==> config.mk <==
export PLATFORM = sky130hd
export DESIGN_NAME = mrs_mag
export DESIGN_NICKNAME = d
export VERILOG_FILES = /design/src/hw/rtl/mrs_pkg.sv /design/src/hw/rtl/mrs_mag.sv
export SDC_FILE = /design/constraint.sdc
export NUM_CORES = 2
export LEC_CHECK = 0
export ABC_AREA = 1
export BUFFER_PORTS_ARGS = -buffer_cell sky130_fd_sc_hd__buf_2
export CAP_MARGIN = 30
export CORE_MARGIN = 2
export CORE_UTILIZATION = 67
export CTS_BUF_LIST = sky130_fd_sc_hd__clkbuf_4 sky130_fd_sc_hd__clkbuf_8
export CTS_CLUSTER_SIZE = 8
export DETAILED_ROUTE_END_ITERATION = 7
export HOLD_SLACK_MARGIN = 0.03
export PLACE_DENSITY = 0.94
export SLEW_MARGIN = 20
export SYNTH_ARGS = -nofsm -noshare
export SYNTH_HDL_FRONTEND = slang
export SYNTH_SLANG_ARGS = --single-unit
==> constraint.sdc <==
create_clock -name clk -period 23.1 [get_ports clk]
set_input_delay 2.31 -clock clk [delete_from_list [all_inputs] [get_ports clk]]
set_output_delay 2.31 -clock clk [all_outputs]
set_load 0.05 [all_outputs]
==> src/hw/rtl/mrs_pkg.sv <==
// Shared types, widths and codes for the multikey row sorter.
package mrs_pkg;

  localparam int KEY_W        = 32;
  localparam int MAG_W        = 64;
  localparam int ROW_IDX_W    = 6;
  localparam int CFG_IDX_W    = 3;
  localparam int CFG_W        = 3;
  localparam int KEYS_IN      = 4;
  localparam int MAX_ROWS_DEF = 64;
  localparam int MAX_KEYS_DEF = 4;

  // Configuration register indexes.
  localparam logic [CFG_IDX_W-1:0] REG_KEY_COUNT  = 3'd0;
  localparam logic [CFG_IDX_W-1:0] REG_KEY_MODE_0 = 3'd1;
  localparam logic [CFG_IDX_W-1:0] REG_KEY_MODE_1 = 3'd2;
  localparam logic [CFG_IDX_W-1:0] REG_KEY_MODE_2 = 3'd3;
  localparam logic [CFG_IDX_W-1:0] REG_KEY_MODE_3 = 3'd4;

  // Key mode codes.
  localparam logic [CFG_W-1:0] MODE_RE_ASC   = 3'd0;
  localparam logic [CFG_W-1:0] MODE_IM_ASC   = 3'd1;
  localparam logic [CFG_W-1:0] MODE_MAG_ASC  = 3'd2;
  localparam logic [CFG_W-1:0] MODE_RE_DESC  = 3'd3;
  localparam logic [CFG_W-1:0] MODE_IM_DESC  = 3'd4;
  localparam logic [CFG_W-1:0] MODE_MAG_DESC = 3'd5;

  // Compare kinds.
  localparam logic [1:0] KIND_RE  = 2'd0;
  localparam logic [1:0] KIND_IM  = 2'd1;
  localparam logic [1:0] KIND_MAG = 2'd2;

  typedef struct packed {
    logic signed [KEY_W-1:0] key0_re;
    logic signed [KEY_W-1:0] key0_im;
    logic signed [KEY_W-1:0] key1_re;
    logic signed [KEY_W-1:0] key1_im;
    logic signed [KEY_W-1:0] key2_re;
    logic signed [KEY_W-1:0] key2_im;
    logic signed [KEY_W-1:0] key3_re;
    logic signed [KEY_W-1:0] key3_im;
    logic                    last_row;
  } row_t;

  typedef struct packed {
    logic [ROW_IDX_W-1:0] row_index;
    logic                 last_out;
  } perm_t;

  typedef struct packed {
    logic feed;
    logic first;
  } mag_ctl_t;

endpackage

==> src/hw/rtl/mrs_mag.sv <==
// Shared squaring multiplier with accumulator for squared magnitudes.
module mrs_mag (
  input  logic                          clk,
  input  logic                          rst,
  input  mrs_pkg::mag_ctl_t             ctl,
  input  logic signed [mrs_pkg::KEY_W-1:0] x,
  output logic [mrs_pkg::MAG_W-1:0]     acc
);
  import mrs_pkg::*;

  logic [KEY_W-1:0] ax;
  logic [MAG_W-1:0] prod;
  logic             p_feed;
  logic             p_first;

  // The magnitude of the most negative value still fits unsigned.
  assign ax = x[KEY_W-1] ? KEY_W'(-x) : KEY_W'(x);

  // Multiply stage.
  always_ff @(posedge clk) begin
    if (rst) begin
      p_feed  <= 1'b0;
      p_first <= 1'b0;
    end else begin
      p_feed  <= ctl.feed;
      p_first <= ctl.first;
    end
    prod <= MAG_W'(ax) * MAG_W'(ax);
  end

  // Accumulate stage.
  always_ff @(posedge clk) begin
    if (p_feed) begin
      acc <= p_first ? prod : acc + prod;
    end
  end

endmodule

==> impl_metrics.py <==
metrics = {
    "status": {
        "status": "completed",
    },
    "yosys": {
        "ys_top_cells_by_count": "1511 x inv_1, 1297 x nand2_1, 795 x fa_1",
        "synth_edf_count": 64,
        "synth_top_area_share_pct": 39.1,
        "synth_top_family_by_area": "adder cells",
        "synthArstFlopShare_pct": 0,
        "synth_seq_area_share_pct": 7.91,
        "ys.flop_type": "dfxtp_1",
        "synth.distinct_cells": 53,
        "yosys.area_share.simple_pct": 21.3,
        "synthAdderAreaFrac_pct": 49.6,
        "synthMuxAreaShare_pct": 0.0246,
        "synth-compound-area-share_pct": 3.98,
        "synthCells": 5398,
        "ys_ff_latch": 129,
        "syn_area_um2": 40700,
        "synthXorXnorAreaFrac_pct": 1.72,
        "synthTopCellsByArea": "fa_1 39%, inv_1 14%, nand2_1 12%",
        "syn_area_per_cell_um2": 7.55,
        "yosys.area.top_type": "fa_1",
        "synth.most_common_cell": "inv_1",
        "ys_warn_count": 0,
    },
    "setup_path": {
        "critPathCaptureType": "flip-flop",
        "max_stage_delay_ps": 550,
        "path_class": "in2reg",
        "start_kind": "input port",
        "crit_path_top_delay_cell": "fa_1",
        "required_ps": 23540,
        "cp.arrival_ps": 11640,
        "critPathMaxFanout": 25,
        "crit_top_cell": "fa_1",
    },
    "finish": {
        "nets": 6649,
        "drive_above_1_share_pct": 4.70,
        "multi_input_area_um2": 31300,
        "nFillCells": 4536,
        "syn2layout_area_growth_pct": 4.22,
        "utilization_pct": 70.5,
        "ff_latch_area_um2": 3230,
    },
    "clocking": {
        "cts-buffers-inserted": 17,
        "cts_resized": 0,
        "tritoncts": "built",
        "cts_buffer_depth": 2,
        "cts.sinks": 129,
        "clockRootBuffer": "clkbuf_8",
        "path_clk_slew_ps": 90,
        "cts_setup_buffers": 0,
        "cts.htree.levels": 4,
        "cts-hold-fix-buffers": 0,
        "insertion_delay_ps": 510,
    },
    "sta": {
        "period_share_pct": 48.5,
        "worst_slew_pin_slew_ps": 992,
        "fin_crit_ps": 11200,
        "clock_skew_ps": 22.5,
        "setup_tns_ps": 0,
        "drv_slew": 0,
        "setup_violations": 0,
        "hold_violations": 0,
        "fmax_mhz": 89.2,
        "rsz0062_at_grt": "false",
        "slew_headroom_pct": 33.9,
    },
    "route": {
        "wirelength_um": 134000,
        "routedWlPerCell_um": 21.3,
        "first_pass_iters": 8,
        "drtIter0Drc": 3321,
        "drt-vias-per-instance": 5.77,
        "antenna_left": 0,
        "vias": 36191,
        "post-route-drc-count": 0,
    },
    "global_routing": {
        "grt_max_degree": 83,
        "grt_pass1_vias": 39501,
        "gr-total-overflow": 0,
        "antenna_found_initial": 2,
        "grt_pass1_wl_um": 208000,
        "grt.total_usage_pct": 43.8,
    },
    "floorplanning": {
        "rows": 90,
        "die-area_um2": 62800,
        "die_x_um": 251,
        "die_h_um": 251,
        "core_um2": 60200,
        "ios": 100,
        "start_util_pct": 67.6,
    },
    "worst_hold_path": {
        "min_path_type": "reg2reg",
    },
    "placed_design": {
        "port_buffers": 99,
        "place_congestion": 1.05,
        "dp_hpwl_um": 111000,
    },
    "job": {
        "max_cap_violations": 0,
    },
}
==> layout by cell type (no fill, tap or decap), types with 30 or more instances in the layout <==
cell,n
ha_1,344
nand3_1,185
inv_1,1511
nand2_1,1297
edfxtp_1,64
a21oi_1,143
o21ai_0,102
inv_2,30
buf_2,99
nor2_1,484
nand4_1,32
xor2_1,57
dfxtp_1,63
fa_1,795
==> final cells by class <==
cell class,count,area share [%]
multi-input cells,3656,73.7
inverters,1542,13.6
flip-flops and latches,129,7.60
well taps,782,2.31
repair buffers,128,1.82
clock buffers,17,0.551
clock inverters,15,0.348
diodes,1,0.00590
==> routing by layer <==
layer | track usage [%] | up-vias | part of all wire (%)
met5 | 0 | - | 0.010
met2 | 71.2 | 2514 | 45
li1 | - | 15849 | -
met4 | 32.5 | 2 | 9.1
met3 | 12.5 | 878 | 12
met1 | 49.4 | 16948 | 33
==> final timing paths <==
check / startpoint / endpoint / slack, ps / cells past startpoint
worst max-delay path: x[0] / prod[36]$_DFF_P_ / 11900 / 34
worst min-delay path: prod[4]$_DFF_P_ / acc[4]$_DFFE_PP_ / 560 / 2
worst max register to register: acc[3]$_DFFE_PP_ / acc[45]$_DFFE_PP_ / 20320 / 14
worst min register to register: prod[4]$_DFF_P_ / acc[4]$_DFFE_PP_ / 560 / 2
==> critical path, delay by kind of cell <==
family | cells | cell delay (ps)
AND/OR/NAND/NOR | 13 | 2230
XOR/XNOR | 1 | 150
adder cells (fa/ha/maj) | 10 | 4870
buffers and inverters | 10 | 2040
==> through the flow <==
step | hold WS, ps | worst slack [ps] | instance area [um2] | cells
floorplan | 502 | 13540 | 40800 | 5420
finish | 560 | 11900 | 42400 | 6270
global route | 598 | 11550 | 42400 | 6269
global placement | 533 | 11890 | 42000 | 6232
detailed placement | 538 | 11680 | 42000 | 6234
CTS | 561 | 12180 | 42400 | 6266
==> registers in the layout, summed over array words and instances, names as in the netlist <==
name / count
p_first: 1
prod: 63
p_feed: 1
acc: 64
==> cell families (layout without fill, tap and decap cells) <==
group | Yosys count | after routing
XOR/XNOR | 79 | 79
AND/OR/NAND/NOR | 2116 | 2116
adder cells (fa/ha/maj) | 1139 | 1139
buffers and inverters | 1635 | 1702
flip-flops | 129 | 129
other | 2 | 25
multiplexers | 1 | 1
AO/OA/AOI/OAI | 297 | 297
Power is not shown: default switching activity piles up to over one toggle a cycle in this logic, so the estimate is an artifact.
